File: src/rtl/smc_pkg.sv
// Shared types, codes and constants for the stepper move controller.
`default_nettype none

package smc_pkg;

    localparam logic [2:0] MODE_TICK   = 3'd0;
    localparam logic [2:0] MODE_MOVE   = 3'd1;
    localparam logic [2:0] MODE_ROTATE = 3'd2;
    localparam logic [2:0] MODE_STOP   = 3'd3;
    localparam logic [2:0] MODE_ZERO   = 3'd4;

    localparam logic [1:0] STATUS_NONE      = 2'd0;
    localparam logic [1:0] STATUS_EXECUTING = 2'd1;
    localparam logic [1:0] STATUS_FINISHED  = 2'd2;
    localparam logic [1:0] STATUS_ABORTED   = 2'd3;

    localparam logic [2:0] TRIG_NONE        = 3'd0;
    localparam logic [2:0] TRIG_EXT_STOP    = 3'd1;
    localparam logic [2:0] TRIG_CANNOT_MOVE = 3'd2;
    localparam logic [2:0] TRIG_FWD_SWITCH  = 3'd3;
    localparam logic [2:0] TRIG_BACK_SWITCH = 3'd4;
    localparam logic [2:0] TRIG_FORCE       = 3'd5;

    localparam logic [1:0] CFG_MIN_RATE  = 2'd0;
    localparam logic [1:0] CFG_MAX_RATE  = 2'd1;
    localparam logic [1:0] CFG_MAX_FORCE = 2'd2;

    localparam logic [11:0] MIN_RATE_RESET  = 12'd100;
    localparam logic [11:0] MAX_RATE_RESET  = 12'd1200;
    localparam logic [15:0] MAX_FORCE_RESET = 16'd500;

    localparam int ROTATE_SPAN = 100;

    typedef struct packed {
        logic [2:0]  mode;
        logic        relative;
        logic [31:0] target_offset;
        logic [15:0] rate_request;
        logic [15:0] force_limit;
        logic        rotate_forward;
        logic        limit_forward;
        logic        limit_back;
        logic [15:0] force_sample;
    } item_t;

    typedef struct packed {
        logic [1:0]  status;
        logic [2:0]  trigger;
        logic [31:0] position;
        logic        step_level;
        logic        dir_forward;
        logic        power_on;
        logic [11:0] step_rate;
    } result_t;

    function automatic logic [11:0] clamp_rate(
        input logic [15:0] req,
        input logic [11:0] lo,
        input logic [11:0] hi
    );
        logic [15:0] r;
        r = req;
        if (r < {4'd0, lo})
        begin
            r = {4'd0, lo};
        end
        if (r > {4'd0, hi})
        begin
            r = {4'd0, hi};
        end
        return r[11:0];
    endfunction

endpackage

`default_nettype wire

File: src/rtl/smc_in_stage.sv
// Input register stage holding one command or tick until the executor takes it.
`default_nettype none

module smc_in_stage (
    input  wire logic           clk,
    input  wire logic           rst_n,
    input  wire logic           in_valid,
    output logic                in_stall,
    input  wire smc_pkg::item_t in_item,
    input  wire logic           take,
    output logic                item_valid,
    output smc_pkg::item_t      item
);
    import smc_pkg::*;

    logic  valid_reg;
    logic  valid_next;
    item_t item_reg;
    logic  load;

    assign in_stall   = valid_reg && !take;
    assign load       = in_valid && !in_stall;
    assign valid_next = load || (valid_reg && !take);
    assign item_valid = valid_reg;
    assign item       = item_reg;

    always_ff @(posedge clk or negedge rst_n)
    begin
        if (!rst_n)
        begin
            valid_reg <= 1'b0;
        end
        else
        begin
            valid_reg <= valid_next;
        end
    end

    always_ff @(posedge clk)
    begin
        if (load)
        begin
            item_reg <= in_item;
        end
    end

endmodule

`default_nettype wire

File: src/rtl/smc_exec.sv
// Controller state, configuration registers and the per-item state update.
`default_nettype none

module smc_exec #(
    parameter int POSITION_BITS = 32
) (
    input  wire logic           clk,
    input  wire logic           rst_n,
    input  wire logic           fire,
    input  wire smc_pkg::item_t item,
    input  wire logic           cfg_we,
    input  wire logic [1:0]     cfg_index,
    input  wire logic [15:0]    cfg_wdata,
    output smc_pkg::result_t    result
);
    import smc_pkg::*;

    logic [11:0] min_rate_reg;
    logic [11:0] max_rate_reg;
    logic [15:0] max_force_reg;

    logic [1:0]               status_reg, status_next;
    logic [2:0]               trigger_reg, trigger_next;
    logic [POSITION_BITS-1:0] pos_reg, pos_next;
    logic [POSITION_BITS-1:0] target_reg, target_next;
    logic [15:0]              force_lim_reg, force_lim_next;
    logic                     inc_en_reg, inc_en_next;
    logic                     inc_up_reg, inc_up_next;
    logic                     dir_fwd_reg, dir_fwd_next;
    logic                     step_reg, step_next;
    logic                     run_reg, run_next;
    logic [11:0]              rate_reg, rate_next;

    logic [POSITION_BITS-1:0] off_ext;
    logic [POSITION_BITS-1:0] move_target;
    logic                     move_fwd;
    logic                     move_blocked;
    logic [15:0]              move_force;
    logic [11:0]              req_rate;

    assign off_ext      = POSITION_BITS'($signed(item.target_offset));
    assign move_target  = item.relative ? (off_ext + pos_reg) : off_ext;
    assign move_fwd     = $signed(move_target) >= $signed(pos_reg);
    assign move_blocked = move_fwd ? item.limit_forward : item.limit_back;
    assign move_force   = ($signed(item.force_limit) < $signed(max_force_reg)) ?
                          item.force_limit : max_force_reg;
    assign req_rate     = clamp_rate(item.rate_request, min_rate_reg, max_rate_reg);

    always_comb
    begin
        status_next    = status_reg;
        trigger_next   = trigger_reg;
        pos_next       = pos_reg;
        target_next    = target_reg;
        force_lim_next = force_lim_reg;
        inc_en_next    = inc_en_reg;
        inc_up_next    = inc_up_reg;
        dir_fwd_next   = dir_fwd_reg;
        step_next      = step_reg;
        run_next       = run_reg;
        rate_next      = rate_reg;

        unique case (item.mode)
            MODE_TICK:
            begin
                if (run_reg)
                begin
                    if (step_reg)
                    begin
                        step_next = 1'b0;
                    end
                    else
                    begin
                        priority if (dir_fwd_reg && item.limit_forward)
                        begin
                            status_next  = STATUS_ABORTED;
                            trigger_next = TRIG_FWD_SWITCH;
                            run_next     = 1'b0;
                            rate_next    = '0;
                        end
                        else if (!dir_fwd_reg && item.limit_back)
                        begin
                            status_next  = STATUS_ABORTED;
                            trigger_next = TRIG_BACK_SWITCH;
                            pos_next     = '0;
                            run_next     = 1'b0;
                            rate_next    = '0;
                        end
                        else if (dir_fwd_reg &&
                                 ($signed(item.force_sample) >= $signed(force_lim_reg)))
                        begin
                            status_next  = STATUS_ABORTED;
                            trigger_next = TRIG_FORCE;
                            run_next     = 1'b0;
                            rate_next    = '0;
                        end
                        else if (pos_reg == target_reg)
                        begin
                            status_next  = STATUS_FINISHED;
                            trigger_next = TRIG_NONE;
                            run_next     = 1'b0;
                            rate_next    = '0;
                        end
                        else
                        begin
                            if (inc_en_reg)
                            begin
                                pos_next = inc_up_reg ? (pos_reg + 1'b1) : (pos_reg - 1'b1);
                            end
                            step_next = 1'b1;
                        end
                    end
                end
            end
            MODE_MOVE:
            begin
                run_next  = 1'b0;
                rate_next = '0;
                if (move_blocked)
                begin
                    status_next  = STATUS_ABORTED;
                    trigger_next = TRIG_CANNOT_MOVE;
                end
                else
                begin
                    status_next    = STATUS_EXECUTING;
                    trigger_next   = TRIG_NONE;
                    target_next    = move_target;
                    force_lim_next = move_force;
                    inc_en_next    = 1'b1;
                    inc_up_next    = move_fwd;
                    dir_fwd_next   = move_fwd;
                    rate_next      = req_rate;
                    run_next       = 1'b1;
                end
            end
            MODE_ROTATE:
            begin
                if (status_reg != STATUS_EXECUTING)
                begin
                    force_lim_next = max_force_reg;
                    target_next    = pos_reg + POSITION_BITS'(ROTATE_SPAN);
                    inc_en_next    = 1'b0;
                    inc_up_next    = 1'b0;
                    status_next    = STATUS_EXECUTING;
                    trigger_next   = TRIG_NONE;
                    dir_fwd_next   = item.rotate_forward;
                    rate_next      = req_rate;
                    run_next       = 1'b1;
                end
            end
            MODE_STOP:
            begin
                run_next     = 1'b0;
                rate_next    = '0;
                status_next  = STATUS_ABORTED;
                trigger_next = TRIG_EXT_STOP;
            end
            MODE_ZERO:
            begin
                pos_next = '0;
            end
            default:
            begin
            end
        endcase
    end

    always_comb
    begin
        result.status      = status_next;
        result.trigger     = trigger_next;
        result.position    = 32'(pos_next);
        result.step_level  = step_next;
        result.dir_forward = dir_fwd_next;
        result.power_on    = run_next;
        result.step_rate   = rate_next;
    end

    always_ff @(posedge clk or negedge rst_n)
    begin
        if (!rst_n)
        begin
            min_rate_reg  <= MIN_RATE_RESET;
            max_rate_reg  <= MAX_RATE_RESET;
            max_force_reg <= MAX_FORCE_RESET;
        end
        else if (cfg_we)
        begin
            unique case (cfg_index)
                CFG_MIN_RATE:  min_rate_reg  <= cfg_wdata[11:0];
                CFG_MAX_RATE:  max_rate_reg  <= cfg_wdata[11:0];
                CFG_MAX_FORCE: max_force_reg <= cfg_wdata;
                default:
                begin
                end
            endcase
        end
    end

    always_ff @(posedge clk or negedge rst_n)
    begin
        if (!rst_n)
        begin
            status_reg    <= STATUS_NONE;
            trigger_reg   <= TRIG_NONE;
            pos_reg       <= '0;
            target_reg    <= '0;
            force_lim_reg <= '0;
            inc_en_reg    <= 1'b0;
            inc_up_reg    <= 1'b0;
            dir_fwd_reg   <= 1'b0;
            step_reg      <= 1'b0;
            run_reg       <= 1'b0;
            rate_reg      <= '0;
        end
        else if (fire)
        begin
            status_reg    <= status_next;
            trigger_reg   <= trigger_next;
            pos_reg       <= pos_next;
            target_reg    <= target_next;
            force_lim_reg <= force_lim_next;
            inc_en_reg    <= inc_en_next;
            inc_up_reg    <= inc_up_next;
            dir_fwd_reg   <= dir_fwd_next;
            step_reg      <= step_next;
            run_reg       <= run_next;
            rate_reg      <= rate_next;
        end
    end

endmodule

`default_nettype wire

File: src/rtl/smc_out_stage.sv
// Result register holding one result until the downstream side takes it.
`default_nettype none

module smc_out_stage (
    input  wire logic             clk,
    input  wire logic             rst_n,
    input  wire logic             load,
    input  wire smc_pkg::result_t result,
    input  wire logic             out_stall,
    output logic                  out_valid,
    output logic                  ready,
    output smc_pkg::result_t      out_result
);
    import smc_pkg::*;

    logic    valid_reg;
    logic    valid_next;
    result_t result_reg;

    assign ready      = !valid_reg || !out_stall;
    assign valid_next = load || (valid_reg && out_stall);
    assign out_valid  = valid_reg;
    assign out_result = result_reg;

    always_ff @(posedge clk or negedge rst_n)
    begin
        if (!rst_n)
        begin
            valid_reg <= 1'b0;
        end
        else
        begin
            valid_reg <= valid_next;
        end
    end

    always_ff @(posedge clk)
    begin
        if (load)
        begin
            result_reg <= result;
        end
    end

endmodule

`default_nettype wire

File: src/rtl/stepper_move_controller_core.sv
// Top level of the step/direction stepper move controller.
//
//  Channel  Handshake             Payload
//  in       in_valid / in_stall   mode, relative, target_offset, rate_request,
//                                 force_limit, rotate_forward, limit_forward,
//                                 limit_back, force_sample
//  out      out_valid / out_stall status, trigger, position, step_level,
//                                 dir_forward, power_on, step_rate
//  cfg      cfg_we                cfg_index, cfg_wdata
//
//  One item a cycle while the result side is not stalled.
//  Input register, then the state update into the result register in one pass.
//  Reset clears all control state and loads the rate and force defaults.
//  A stalled result holds the executor; one more item waits in the input register.
`default_nettype none

module stepper_move_controller_core #(
    parameter int POSITION_BITS = 32
) (
    input  wire logic               clk,
    input  wire logic               rst_n,
    input  wire logic               in_valid,
    output logic                    in_stall,
    input  wire logic [2:0]         mode,
    input  wire logic               relative,
    input  wire logic signed [31:0] target_offset,
    input  wire logic [15:0]        rate_request,
    input  wire logic signed [15:0] force_limit,
    input  wire logic               rotate_forward,
    input  wire logic               limit_forward,
    input  wire logic               limit_back,
    input  wire logic signed [15:0] force_sample,
    output logic                    out_valid,
    input  wire logic               out_stall,
    output logic [1:0]              status,
    output logic [2:0]              trigger,
    output logic signed [31:0]      position,
    output logic                    step_level,
    output logic                    dir_forward,
    output logic                    power_on,
    output logic [11:0]             step_rate,
    input  wire logic               cfg_we,
    input  wire logic [1:0]         cfg_index,
    input  wire logic [15:0]        cfg_wdata
);
    import smc_pkg::*;

    item_t   in_item;
    item_t   item;
    logic    item_valid;
    logic    ready;
    logic    fire;
    result_t result;
    result_t out_result;

    always_comb
    begin
        in_item.mode           = mode;
        in_item.relative       = relative;
        in_item.target_offset  = target_offset;
        in_item.rate_request   = rate_request;
        in_item.force_limit    = force_limit;
        in_item.rotate_forward = rotate_forward;
        in_item.limit_forward  = limit_forward;
        in_item.limit_back     = limit_back;
        in_item.force_sample   = force_sample;
    end

    assign fire = item_valid && ready;

    smc_in_stage u_in_stage (
        .clk        (clk),
        .rst_n      (rst_n),
        .in_valid   (in_valid),
        .in_stall   (in_stall),
        .in_item    (in_item),
        .take       (ready),
        .item_valid (item_valid),
        .item       (item)
    );

    smc_exec #(
        .POSITION_BITS (POSITION_BITS)
    ) u_exec (
        .clk       (clk),
        .rst_n     (rst_n),
        .fire      (fire),
        .item      (item),
        .cfg_we    (cfg_we),
        .cfg_index (cfg_index),
        .cfg_wdata (cfg_wdata),
        .result    (result)
    );

    smc_out_stage u_out_stage (
        .clk        (clk),
        .rst_n      (rst_n),
        .load       (fire),
        .result     (result),
        .out_stall  (out_stall),
        .out_valid  (out_valid),
        .ready      (ready),
        .out_result (out_result)
    );

    assign status      = out_result.status;
    assign trigger     = out_result.trigger;
    assign position    = out_result.position;
    assign step_level  = out_result.step_level;
    assign dir_forward = out_result.dir_forward;
    assign power_on    = out_result.power_on;
    assign step_rate   = out_result.step_rate;

endmodule

`default_nettype wire

File: config.mk
export PLATFORM = sky130hd
export DESIGN_NAME = stepper_move_controller_core
export DESIGN_NICKNAME = d
export VERILOG_FILES = /design/src/rtl/smc_pkg.sv /design/src/rtl/smc_in_stage.sv /design/src/rtl/smc_exec.sv /design/src/rtl/smc_out_stage.sv /design/src/rtl/stepper_move_controller_core.sv
export SDC_FILE = /design/constraint.sdc
export NUM_CORES = 1
export LEC_CHECK = 0
export BUFFER_PORTS_ARGS = -buffer_cell sky130_fd_sc_hd__buf_2
export CAP_MARGIN = 15
export CORE_MARGIN = 2
export CORE_UTILIZATION = 54
export DETAILED_ROUTE_END_ITERATION = 12
export PLACE_DENSITY = 0.76
export SLEW_MARGIN = 5
export SYNTH_ARGS = -nofsm -noshare
export SYNTH_HDL_FRONTEND = slang
export SYNTH_SLANG_ARGS = --single-unit
File: constraint.sdc
create_clock -name clk -period 4.63 [get_ports clk]
set_input_delay 0.463 -clock clk [delete_from_list [all_inputs] [get_ports clk]]
set_output_delay 0.463 -clock clk [all_outputs]
set_load 0.02 [all_outputs]
Word level (Yosys, flattened, before mapping) --
Cells that the tools add are included. Widths: inputs -> output; s select.
Storage, ports and cells: logic and storage cells 140, register bits after elaboration 283, bits of input ports 110
Cells by class: add/subtract/negate cells 4, multiplexer cells 67, reductions and logical operators 22, order comparisons 5, eq/ne operators 10
Operators by type and width (number):
- $mux 32 | 11
- $pmux 32 s2 | 2
- $mux 12 | 9
- $mux 16 | 4
- $pmux 12 s4 | 1
- $add 32x1->32 const B | 1
- $add 32x32->32 | 1
- $add 32x7->32 const B | 1
- $eq 32x32->1 | 1
- $ge 32x32->1 | 1
- $pmux 16 s2 | 1
- $sub 32x1->32 const B | 1
- $mux 3 | 7
- $mux 2 | 9
- $mux 1 | 17
- $ge 16x16->1 | 1
- $gt 16x12->1 | 1
- $lt 16x12->1 | 1
- $lt 16x16->1 | 1
- $pmux 3 s4 | 1
- $pmux 2 s4 | 1
- $logic_and 1x1->1 | 7
- $eq 3x2->1 const B | 2
- $pmux 1 s2 | 3
- other kinds (14) | 23

Depth between registers and ports, before layout --
Gate-level depths: netlist of run 1.
word-level depth 10, gate-level depth with buffers 26

Cells and area by module --
From an unflattened synthesis of run 1, not the netlist that was laid out.
Unflattened totals: cells, all modules 1746, area total of the unflattened synthesis 18079.8 µm²
Modules (own cells, without submodules):
- smc_exec | times used 1, area each 13805.7 µm², cells each 1598, sequential area each 3569.7 µm²
- smc_in_stage | times used 1, area each 2670.1 µm², cells each 92, sequential area each 2637.5 µm²
- smc_out_stage | times used 1, area each 1597.8 µm², cells each 55, sequential area each 1586.5 µm²
- stepper_move_controller_core | times used 1, area each 6.3 µm², cells each 1, sequential area each 0.0 µm²

Worst setup path after synthesis of run 1 --
No wires, ideal clock.
kind register to register, start register u_exec.pos_reg[0], end register u_exec.target_reg[28], stages on the path, launching flop included 25, arrival time 4.887 ns, path slack -0.381 ns, path buffers 1, library setup time 0.124 ns, cells stage by stage dfrtp_1 ha_1 inv_1 fa_1 nor2b_1 o31a_1 o311ai_2 a31oi_1 o22ai_1 o211a_1 o21ai_1 nand2_1 mux2i_1 a31o_1 ha_1 nand4_1 or2_2 o22ai_1 or4_4 o21ai_2 mux2_4 a21oi_4 buf_6 nor3_1 a211o_1
On the way: cells in the longest elaborated chain, start to end 6, elaborated cells between the ends (all ways) 10
RTL lines:
- start: declaration | line smc_exec.sv:24 | logic [POSITION_BITS-1:0] pos_reg, pos_next;
- start signal: assignment | line smc_exec.sv:221 | pos_reg <= pos_next;
- $add 32x32->32 | line smc_exec.sv:42 | assign move_target = item.relative ? (off_ext + pos_reg) : off_ext;
- $mux 32 | line smc_exec.sv:42
- $ge 32x32->1 | line smc_exec.sv:43 | assign move_fwd = $signed(move_target) >= $signed(pos_reg);
- $mux 1 | line smc_exec.sv:44 | assign move_blocked = move_fwd ? item.limit_forward : item.limit_back;
- $ne 2x2->1 (no line)
- $reduce_and 4->1 (no line)
- end signal: assignment | line smc_exec.sv:222 | target_reg <= target_next;
- end: declaration | line smc_exec.sv:25 | logic [POSITION_BITS-1:0] target_reg, target_next;
Several ways; a longest one is shown, not always the timed one. The select of a mux whose other input is x is not followed. A chain may end at the register's enable or synchronous reset.

Worst setup path in the final report of run 1 --
start register u_in_stage.item_reg (netlist bit u_in_stage.item[71]), end register u_exec.target_reg[28]
On the way: cells in the longest elaborated chain, start to end 6, elaborated cells between the ends (all ways) 8
RTL lines:
- start: declaration | line smc_in_stage.sv:18 | item_t item_reg;
- start signal: assignment | line smc_in_stage.sv:43 | item_reg <= in_item;
- $add 32x32->32 | line smc_exec.sv:42
- $mux 32 * | line smc_exec.sv:42
- $ge 32x32->1 | line smc_exec.sv:43
- $mux 1 | line smc_exec.sv:44
- $ne 2x2->1 (no line)
- $reduce_and 4->1 (no line)
Every way passes the cells marked *; elsewhere a longest branch is shown, timed or not. The select of a mux whose other input is x is not followed.

==> results of run 1 <==
worst max-delay path, stage by stage (launching register included):
cell and delay [ns]:
edfxtp_1 0.48, ha_4 0.28, a21o_1 0.17, a21o_1 0.17, a21oi_1 0.21, o21ai_0 0.21
a311oi_2 0.36, o21ai_2 0.13, o41ai_4 0.24, mux2i_1 0.30, xnor2_1 0.16, ha_1 0.29
nand4_1 0.16, or2_2 0.14, o22ai_1 0.05, or4_4 0.53, o21ai_4 0.20, mux2_4 0.34
a21oi_4 0.20, buf_12 0.18, nor3_1 0.05, a211o_1 0.24
cell usage after synthesis, types with 6 or more instances:
cell and number:
nand2_1 168, ha_1 148, edfxtp_1 139, dfrtp_1 131, inv_1 104, a21oi_1 94
xnor2_1 89, o21ai_0 88, nor2_1 76, mux2_2 66, a21o_1 65, o21ai_1 59
mux2i_1 36, nand3_1 34, clkbuf_1 31, nand4_1 28, nor3_1 25, a22o_1 23
buf_2 22, o22ai_1 21, o21a_1 19, nand2b_1 18, a31oi_1 17, nor2b_1 17
xor2_1 16, a211oi_1 14, dfstp_2 13, and3_1 12, o2bb2ai_1 12, o21bai_1 10
o31ai_1 9, o211ai_1 8, inv_2 7, and2_1 6, buf_6 6, nand3b_1 6
through the flow:
step           cells  hold WS, ns  util [%]
4_1_cts         2530       0.0316      66.2
3_3_place_gp    2457        0.467      62.3
2_1_floorplan   1761        0.167         -
6_report        2542       0.0486      67.4
3_5_place_dp    2457        0.473      62.3
5_1_grt         2542       0.0382      67.4
power by group through the flow:
stage,logic (W),clock network [W],registers [W]
floorplan,0.00225,0,0.00347
global placement,0.00312,0,0.00350
detailed placement,0.00326,0,0.00352
CTS,0.00332,0.00249,0.00348
finish,0.00345,0.00246,0.00350
global route,0.00378,0.00258,0.00354
how the worst max path moves through the flow:
stage,from,end,slack [ns],cells past startpoint
global route,u_in_stage.item[64],u_exec.target_reg[28],-0.81,22
finish,u_in_stage.item[71],u_exec.target_reg[28],-0.61,21
CTS,u_in_stage.item[52],u_exec.target_reg[28],-0.57,21
detailed placement,u_in_stage.item[52],u_exec.force_lim_reg[10],-0.83,22
global placement,u_exec.pos_reg[14],u_exec.target_reg[28],-0.72,21
floorplan,u_exec.pos_reg[0],u_exec.target_reg[28],-0.17,24
layer usage:
metal  wire length [µm]  vias to the layer above  track usage [%]
met4               1840                        0             9.43
met3               4580                      119             3.95
li1                   -                     7117                -
met5                  0                        -                0
met2              23000                      777             45.6
met1              22200                     7434             41.6
layout make-up:
type	instances	area share, %
Timing Repair Buffer	349	10.9
Inverter	113	1.92
Multi-Input combinational cell	1297	44.7
Clock buffer	37	3.68
Clock inverter	21	0.891
Sequential cell	283	35.4
Tap cell	442	2.51
timing repair:
item,in CTS,in global routing
hold buffers,1,0
pin swaps,3,18
setup endpoints to repair,82,82
buffers inserted,12,9
cloned,2,3
resized for setup,33,36
endpoints found under the hold margin,19,0
cells by family after synthesis:
| group | count (synthesis) | synth area share, % |
|---|---|---|
| xor+xnor | 105 | 5.11 |
| buf+inv | 181 | 4.28 |
| flops | 283 | 43.3 |
| mux | 104 | 6.28 |
| fa+ha+maj | 150 | 10.5 |
| simple gates | 429 | 11.7 |
| compound gates | 509 | 18.9 |
==> key figures, run 1 <==
Power
  • Pwr Total: around 0.0094 W
  • Sequential share of power: a little under two fifths
  • Clock Power Share: a little over a quarter
  • Internal Pwr Total: 0.00606 W
  • Max VDD drop: 338 µV
  • Pwr Density: 427 nW/µm²
  • Sw Share: a little over a third
  • Leakage: 9.78 nW
  • Comb pwr share: 36.7%
  • Sw Pwr: 0.00336 W

Critical path
  • RR Endpoint: u_exec.target_reg[28]
  • Crit Path Category: flop to flop
  • Crit path required time: 5.07 ns
  • Arrival time at the worst endpoint: 5.68 ns
  • Reg2reg start: u_in_stage.item[71]
  • Crit path launch type: flop
  • CP Capture Type: flop
  • Crit Path Max Fanout: 14
  • R2R depth: 21
  • R2r setup slk: -0.61 ns

Route
  • Detailed-route via count: 15,400
  • Vias/cell: 6.08
  • Drt wl/cell: 20.3 µm
  • First DRT Iteration DRCs: 1,609
  • Post-route DRC: 0
  • Wirelength, routed: 51,600 µm
  • First-pass DRT Iterations: 6
  • Antenna Nets Post-Route: 0

Logic synthesis
  • Asr flop ratio synth: 50.9%
  • Distinct cells, synth: 95
  • Cell count after synthesis: approximately 1,800
  • Synth warnings: 0
  • Cell Area, Synth: 18,000 µm²
  • Leading area contributor after synthesis: edfxtp_1
  • Yosys reg bits: 283
  • Avg Inst Size Synth: 10.2 µm²
  • Largest cells by area after synthesis: edfxtp_1 (23%), dfrtp_1 (18%), ha_1 (10%)
  • Synth Net Count: 2,021
  • EDFF count, synth: roughly 140
  • Main synth FF type: edfxtp_1
  • Post-synth top area share: 23.2%
  • Post-synthesis sequential area ratio: between 40 and 50%

Finish
  • Max reg flops: 87
  • Filler Cell Count: 2,495
  • Final #Nets: between 2,000 and 2,500
  • Commonest non-fill, non-tap cell in the layout: buf_4
  • Area Overhead vs Synth: 22.4%
  • Most frequent cells in the layout: buf_4 (169), nand2_1 (166), buf_2 (162), edfxtp_1 (139), ha_1 (133)
  • Final Cell Area: 22,000 µm²
  • Ant. Diodes: 0
  • Multi-input logic area: roughly 9900 µm²
  • Share of layout cells above drive strength 1: between 20% and 30%
  • Register area: 7800 µm²

Floorplan
  • I/O pins: 164
  • Die H: 187 µm
  • Core footprint: 32,700 µm²
  • Die footprint: 34,800 µm²
  • Core Rows: 66
  • Starting Density: 55.1%
  • Die X: 187 µm

Outcome
  • Status: finished with violations
  • Failing checks: negative setup slack

Placement
  • Routability Congestion: 0.993
  • Placed Area: 20,400 µm²
  • Port Buffer Count: 163
  • Setup Slack @ Placement: -0.827 ns
  • Hpwl dp: between 30,000 and 40,000 µm

Global routing
  • All-Layer GR Usage: 29.0%
  • Global-route wire length before repair: 80,500 µm
  • Largest net degree at the start of global routing: 75
  • Grt ovf: 0
  • Initial antenna violation count: 1
  • Via count of the first global-routing pass: 15,000

Timing
  • Setup Skew: 0.0311 ns
  • F_max: 0.191 GHz
  • Worst-Margin Slew: 1.26 ns
  • Tmin final: ~5.2 ns
  • Final worst setup slack: -0.611 ns
  • RSZ-0062 raised after global routing: yes
  • Tcrit/Tclk final: 113%
  • Setup TNS: -43.47 ns
  • Final setup vio count: 82
  • Hold Violations, Final: 0
  • Slew HR: 15.5%
  • Final Max Slew Viols: 0

Min path
  • HP Class: primary input to flop
  • Hold Crit Start: force_limit[2]
  • WHS Endpoint: u_in_stage.item[21]
  • Hold path depth: 1

Clock tree
  • Longest Clk Path Bufs: 3
  • Clock transition at the registers of the reported paths: 0.07 ns
  • H-tree depth: 1
  • CTS tree: built
  • Clock Tree Root: clkbuf_16
  • Clk_lat worst skew: 0.58 ns
  • CTS Buf Count: 31
  • # clock sinks: 283

Job
  • Max-cap viol count: 0
Note: power is estimated with default switching activity, not from simulation.
==> run 2: changes to the inputs <==
--- a/config.mk
+++ b/config.mk
@@ -7,10 +7,12 @@
 export LEC_CHECK = 0
 export BUFFER_PORTS_ARGS = -buffer_cell sky130_fd_sc_hd__buf_2
 export CAP_MARGIN = 15
+export CELL_PAD_IN_SITES_DETAIL_PLACEMENT = 0
+export CELL_PAD_IN_SITES_GLOBAL_PLACEMENT = 1
 export CORE_MARGIN = 2
-export CORE_UTILIZATION = 54
+export CORE_UTILIZATION = 43
 export DETAILED_ROUTE_END_ITERATION = 12
-export PLACE_DENSITY = 0.76
+export PLACE_DENSITY_LB_ADDON = 0.1
 export SLEW_MARGIN = 5
 export SYNTH_ARGS = -nofsm -noshare
 export SYNTH_HDL_FRONTEND = slang
==> key figures, run 2 (synthesis results as in run 1) <==
Power
  • Internal Pwr Total: 0.00610 W (+0.72%)
  • Max VDD drop: 321 µV (-5.0%)
  • Pwr Density: 433 nW/µm² (+1.3%)
  • Clock Power Share: 27.6% (+1.5 points)
  • Sequential share of power: 36.4% (-0.8 points)
  • Sw Pwr: 0.00342 W (+1.8%)
  • Sw Share: 35.9% (+0.24 points)
  • Comb pwr share: 36.0% (-0.7 points)
  • Leakage: 9.78 nW (about the same)

Floorplan
  • Die X: 209 µm (+12%)
  • Die footprint: 43,500 µm² (+25%)
  • I/O pins: 164 (unchanged)
  • Core footprint: 41,100 µm² (+26%)
  • Core Rows: 74 (+12%)
  • Die H: 209 µm (+12%)
  • Starting Density: 43.8% (-11 points)

Route
  • Drt wl/cell: 20.8 µm (+2.5%)
  • Antenna Nets Post-Route: 0 (unchanged)
  • Post-route DRC: 0 (unchanged)
  • First-pass DRT Iterations: 7 (+1)
  • First DRT Iteration DRCs: 990 (-38%)
  • Wirelength, routed: 55,000 µm (+6.6%)
  • Detailed-route via count: 14,800 (-4.2%)
  • Vias/cell: 5.60 (-7.9%)

Timing
  • Tmin final: 5.27 ns (+0.0274 ns)
  • Slew HR: 27.3% (+12 points)
  • Setup Skew: 0.0239 ns (-0.00722 ns)
  • Tcrit/Tclk final: 114% (+0.59 points)
  • RSZ-0062 raised after global routing: yes
  • F_max: 0.190 GHz (-0.52%)
  • Worst-Margin Slew: 1.08 ns (-0.174 ns)
  • Hold Violations, Final: 7 (+7)
  • Hold_ws: -0.0392 ns (-0.0879 ns)
  • Final worst setup slack: -0.638 ns (-0.0274 ns)
  • Final Max Slew Viols: 0 (unchanged)
  • Final setup vio count: 82 (unchanged)

Global routing
  • Grt ovf: 0 (unchanged)
  • Initial antenna violation count: 5 (+4)
  • All-Layer GR Usage: 25.3% (-3.7 points)
  • Via count of the first global-routing pass: 14,900 (-0.54%)
  • Global-route wire length before repair: 85,100 µm (+5.7%)
  • Largest net degree at the start of global routing: 85 (+13%)

Clock tree
  • CTS Buf Count: 34 (+9.7%)
  • # clock sinks: 283 (unchanged)
  • Clock Tree Root: clkbuf_16
  • Clk_lat worst skew: 0.56 ns (-0.02 ns)
  • Clock transition at the registers of the reported paths: 0.07 ns (about the same)
  • Cts hold-fix bufs: 0 (-1)
  • Longest Clk Path Bufs: 3 (unchanged)
  • CTS tree: built
  • H-tree depth: 2 (+1)

Critical path
  • Crit path required time: 5.10 ns (+0.03 ns)
  • CP Capture Type: flop
  • Crit Path Max Fanout: 28 (+14)
  • CP peak stage delay: 0.52 ns (about the same)
  • Crit path launch type: flop
  • Worst path top cell family by delay: compound AO/OA/AOI/OAI gates
  • Crit Path Category: flop to flop
  • Slowest cell on the critical path: or4_4
  • Crit path to: u_exec.force_lim_reg[4]
  • RR Endpoint: u_exec.force_lim_reg[4]
  • CP dominant cell by count: nand2_1
  • Reg2reg start: u_in_stage.item[60]
  • WP depth: 25 (+19%)
  • Arrival time at the worst endpoint: 5.74 ns (+0.06 ns)
  • R2R depth: 25 (+19%)
  • CP bufs+invs: 4 (+3)
  • R2r setup slk: -0.64 ns (-0.03 ns)
  • CP Launch Point: u_in_stage.item[60]

Outcome
  • Status: finished with violations
  • Failing checks: negative hold slack, negative setup slack

Finish
  • Area Overhead vs Synth: 22.2%
  • Multi-input logic area: 9670 µm² (-2.0%)
  • Fin util: 53.5% (-14 points)
  • Filler Cell Count: 3,738 (+50%)
  • Commonest non-fill, non-tap cell in the layout: buf_4
  • Final #Nets: 2,344 (+0.39%)
  • Share of layout cells above drive strength 1: 26.8% (-0.83 points)
  • Most frequent cells in the layout: buf_4 (179), nand2_1 (168), buf_2 (162), ha_1 (143), edfxtp_1 (139)
  • Max reg flops: 87 (unchanged)
  • Register area: 7800 µm² (unchanged)

Job
  • Max-cap viol count: 0 (unchanged)

Placement
  • Hpwl dp: 42,800 µm (+10%)
  • Setup Slack @ Placement: -1.17 ns (-0.348 ns)
  • Port Buffer Count: 163 (unchanged)
  • Routability Congestion: 0.943 (-5.0%)

Min path
  • HP Class: primary input to async pin
## run 2: changes by cell type in the layout (fill, tap and decap cells not counted), moves of 3 or more
cell	delta
o21ai_1	+8
o21ai_2	-9
ha_4	-9
clkbuf_8	+3
clkbuf_1	+3
clkinv_2	-3
clkinvlp_4	+3
buf_4	+10
ha_1	+10
## run 2: power by group through the flow
stage                     registers (W)  logic [W]  clock network (W)
final                           0.00347    0.00343            0.00262
after global routing            0.00351    0.00379            0.00279
after CTS                       0.00347    0.00342            0.00269
after detailed placement        0.00351    0.00335                  0
after global placement          0.00350    0.00330                  0
after floorplan                 0.00347    0.00225                  0
## run 2: final cells by class
class                           count  share of cell area [%]
Multi-Input combinational cell   1297                    43.9
Sequential cell                   283                    35.5
Timing Repair Buffer              355                    10.7
Clock buffer                       45                    4.24
Tap cell                          532                    3.03
Inverter                          113                    1.93
Clock inverter                     16                   0.677
Antenna cell                        2                  0.0228
## run 2: stage by stage
stage	area, µm²	TNS, ns	std cells	total power [W]
final	22000	-46.62	2643	0.00952
after global routing	22000	-71.28	2641	0.0101
after CTS	22000	-47.12	2638	0.00957
after detailed placement	20700	-89.35	2570	0.00686
after global placement	20700	-77.27	2570	0.00680
after floorplan	18100	-5.33	1761	0.00572
## run 2: layer usage
layer	global-route usage (%)	routed length [µm]	up-vias
met5	0	34	-
met4	7.93	1420	6
met3	3.37	2850	87
met2	42.5	25800	408
met1	34.1	24900	7151
li1	-	-	7142
## run 2: how the worst min path moves through the flow
stage / slack, ns / depth (start not counted) / end / startpoint
finish: -0.04 / 1 / u_exec.min_rate_reg[4] / rst_n
floorplan: 0.17 / 0 / u_exec.dir_fwd_reg / rst_n
global placement: 0.47 / 1 / u_out_stage.out_valid / u_in_stage.item_valid
global route: 0.03 / 1 / u_exec.min_rate_reg[0] / rst_n
CTS: 0.01 / 1 / u_exec.min_rate_reg[4] / rst_n
detailed placement: 0.48 / 1 / u_exec.rate_reg[1] / u_exec.rate_reg[1]
## run 2: repair_timing
action / 4_1_cts / 5_1_grt
gates cloned: 1 / 0
setup buffers: 7 / 3
setup endpoints to repair: 82 / 82
gates resized for setup: 33 / 5
pin swaps: 9 / 2
==> run 3: changes to the inputs <==
--- a/config.mk
+++ b/config.mk
@@ -5,6 +5,7 @@
 export SDC_FILE = /design/constraint.sdc
 export NUM_CORES = 1
 export LEC_CHECK = 0
+export ABC_CLOCK_PERIOD_IN_PS = 4630
 export BUFFER_PORTS_ARGS = -buffer_cell sky130_fd_sc_hd__buf_2
 export CAP_MARGIN = 15
 export CELL_PAD_IN_SITES_DETAIL_PLACEMENT = 0
@@ -13,6 +14,7 @@
 export CORE_UTILIZATION = 43
 export DETAILED_ROUTE_END_ITERATION = 12
 export PLACE_DENSITY_LB_ADDON = 0.1
+export RECOVER_POWER = 50
 export SLEW_MARGIN = 5
 export SYNTH_ARGS = -nofsm -noshare
 export SYNTH_HDL_FRONTEND = slang
==> key figures, run 3 (synthesis results as in run 1) <==
Outcome
  • Status: finished with violations
  • Failing checks: max-capacitance violations, max-slew violations, negative setup slack

Power
  • Clock Power Share: 27.6% (about the same)
  • Sw Share: 35.9% (about the same)
  • Sw Pwr: 0.00341 W (-0.19%)
  • Internal Pwr Total: 0.00610 W (about the same)
  • Leakage: 9.75 nW (-0.32%)
  • Pwr Total: 0.00951 W (about the same)
  • Comb pwr share: 36.0% (about the same)
  • Sequential share of power: 36.5% (about the same)
  • Max VDD drop: 321 µV (about the same)
  • Pwr Density: 433 nW/µm² (about the same)

Floorplan
  • Core footprint: 41,100 µm² (unchanged)
  • Core Rows: 74 (unchanged)
  • Die footprint: 43,500 µm² (unchanged)
  • I/O pins: 164 (unchanged)
  • Die H: 209 µm (unchanged)
  • Starting Density: 43.8% (unchanged)
  • Die X: 209 µm (unchanged)

Timing
  • Tmin final: 5.27 ns (+0.00472 ns)
  • Final setup vio count: 82 (unchanged)
  • RSZ-0062 raised after global routing: yes
  • Hold Violations, Final: 0 (-7)
  • Final Max Slew Viols: 149 (+149)
  • Setup Skew: 0.0250 ns (+0.00110 ns)
  • Tcrit/Tclk final: 114% (about the same)
  • Final worst setup slack: -0.643 ns (-0.00472 ns)
  • Worst-Margin Slew: 2.43 ns (+1.34 ns)
  • Slew HR: -61.8% (-89 points)
  • Hold_ws: 0.0726 ns (+0.112 ns)
  • F_max: 0.190 GHz (about the same)

Finish
  • Fin cells: 2,644 (+0.038%)
  • Area Overhead vs Synth: 22.0%
  • Max reg flops: 87 (unchanged)
  • Final #Nets: 2,344 (unchanged)
  • Most frequent cells in the layout: buf_4 (176), nand2_1 (168), buf_2 (156), ha_1 (143), edfxtp_1 (139)
  • Share of layout cells above drive strength 1: 26.3% (-0.47 points)
  • Filler Cell Count: 3,739 (+0.027%)
  • Commonest non-fill, non-tap cell in the layout: buf_4

Critical path
  • CP Capture Type: flop
  • Crit path required time: 5.10 ns (about the same)
  • CP dominant cell by count: nand2_1
  • Slowest cell on the critical path: or4_4
  • Arrival time at the worst endpoint: 5.74 ns (about the same)
  • Crit Path Max Fanout: 28 (unchanged)
  • CP peak stage delay: 0.52 ns (about the same)
  • Crit Path Category: flop to flop
  • Crit path launch type: flop

Placement
  • Hpwl dp: 42,800 µm (unchanged)
  • Port Buffer Count: 163 (unchanged)
  • Placed cells: 2,570 (unchanged)
  • Setup Slack @ Placement: -1.17 ns (unchanged)
  • Routability Congestion: 0.943 (unchanged)

Min path
  • HP Class: primary input to flop

Route
  • Antenna Nets Post-Route: 0 (unchanged)
  • Detailed-route via count: 14,800 (+0.0068%)
  • First-pass DRT Iterations: 8 (+1)
  • Drt wl/cell: 20.8 µm (-0.18%)
  • Wirelength, routed: 54,900 µm (-0.14%)
  • Vias/cell: 5.60 (about the same)
  • Post-route DRC: 0 (unchanged)
  • First DRT Iteration DRCs: 959 (-3.1%)

Clock tree
  • CTS tree: built
  • # clock sinks: 283 (unchanged)
  • Clk_lat worst skew: 0.56 ns (about the same)
  • Clock Tree Root: clkbuf_16
  • Clock transition at the registers of the reported paths: 0.07 ns (about the same)
  • CTS Buf Count: 34 (unchanged)
  • Longest Clk Path Bufs: 3 (unchanged)
  • H-tree depth: 2 (unchanged)

Global routing
  • Global-route wire length before repair: 85,100 µm (unchanged)
  • Largest net degree at the start of global routing: 85 (unchanged)
  • Initial antenna violation count: 5 (unchanged)
  • Grt ovf: 0 (unchanged)
  • All-Layer GR Usage: 25.3% (unchanged)
  • Via count of the first global-routing pass: 14,900 (unchanged)

Job
  • Max-cap viol count: 3 (+3)
-- run 3: cell type report --
type | instances | area [µm²] | share of cell area (%)
Antenna cell | 3 | 7.51 | 0.0342
Clock buffer | 45 | 932 | 4.24
Clock inverter | 16 | 149 | 0.678
Inverter | 113 | 424 | 1.93
Multi-Input combinational cell | 1297 | 9660 | 44.0
Sequential cell | 283 | 7800 | 35.5
Tap cell | 532 | 666 | 3.03
Timing Repair Buffer | 355 | 2330 | 10.6
-- run 3: worst paths after layout --
| kind | from | end | slack, ns | depth (start not counted) |
|---|---|---|---|---|
| worst max-delay path | u_in_stage.item[60] | u_exec.force_lim_reg[4] | -0.64 | 25 |
| worst min-delay path | target_offset[11] | u_in_stage.item[62] | 0.07 | 1 |
| worst max register to register | u_in_stage.item[60] | u_exec.force_lim_reg[4] | -0.64 | 25 |
| worst min register to register | u_exec.force_lim_reg[11] | u_exec.force_lim_reg[11] | 0.49 | 2 |
| max in group asynchronous | rst_n | u_exec.pos_reg[19] | 1.21 | 2 |
| min in group asynchronous | rst_n | u_exec.min_rate_reg[4] | 0.63 | 1 |
-- run 3: stage by stage --
stage	area, µm²	utilization [%]	TNS (ns)
finish	22000	53.4	-46.87
CTS	22000	53.4	-47.12
global placement	20700	50.3	-77.27
global route	22000	53.4	-71.28
detailed placement	20700	50.3	-89.35
floorplan	18100	-	-5.33
-- run 3: per-layer routing --
layer,GRT usage (%),vias to the layer above,routed length [µm]
met2,42.5,428,25800
met3,3.37,96,3040
met4,7.93,6,1470
met5,0,-,34
met1,34.1,7118,24600
li1,-,7147,-
-- run 3: repair_timing --
action,4_1_cts,5_1_grt
pin swaps,9,2
gates cloned,1,0
setup endpoints to repair,82,82
resized for setup,33,5
hold buffers,0,0
buffers inserted,7,3
endpoints found under the hold margin,0,0
-- run 3: power by group through the flow --
stage / clock network [W] / logic (W) / registers, W
final: 0.00262 / 0.00342 / 0.00347
after CTS: 0.00269 / 0.00342 / 0.00347
after global routing: 0.00279 / 0.00379 / 0.00351
after detailed placement: 0 / 0.00335 / 0.00351
after floorplan: 0 / 0.00225 / 0.00347
after global placement: 0 / 0.00330 / 0.00350
-- run 3: worst max-delay path: cells and delay by family, from the launching register on --
family                   cells  cell delay, ns
AO/OA/AOI/OAI               11            1.85
AND/OR/NAND/NOR              6            1.05
adder cells (fa/ha/maj)      2            0.69
buffers and inverters        4            0.66
multiplexers                 2            0.47
flip-flops                   1            0.42
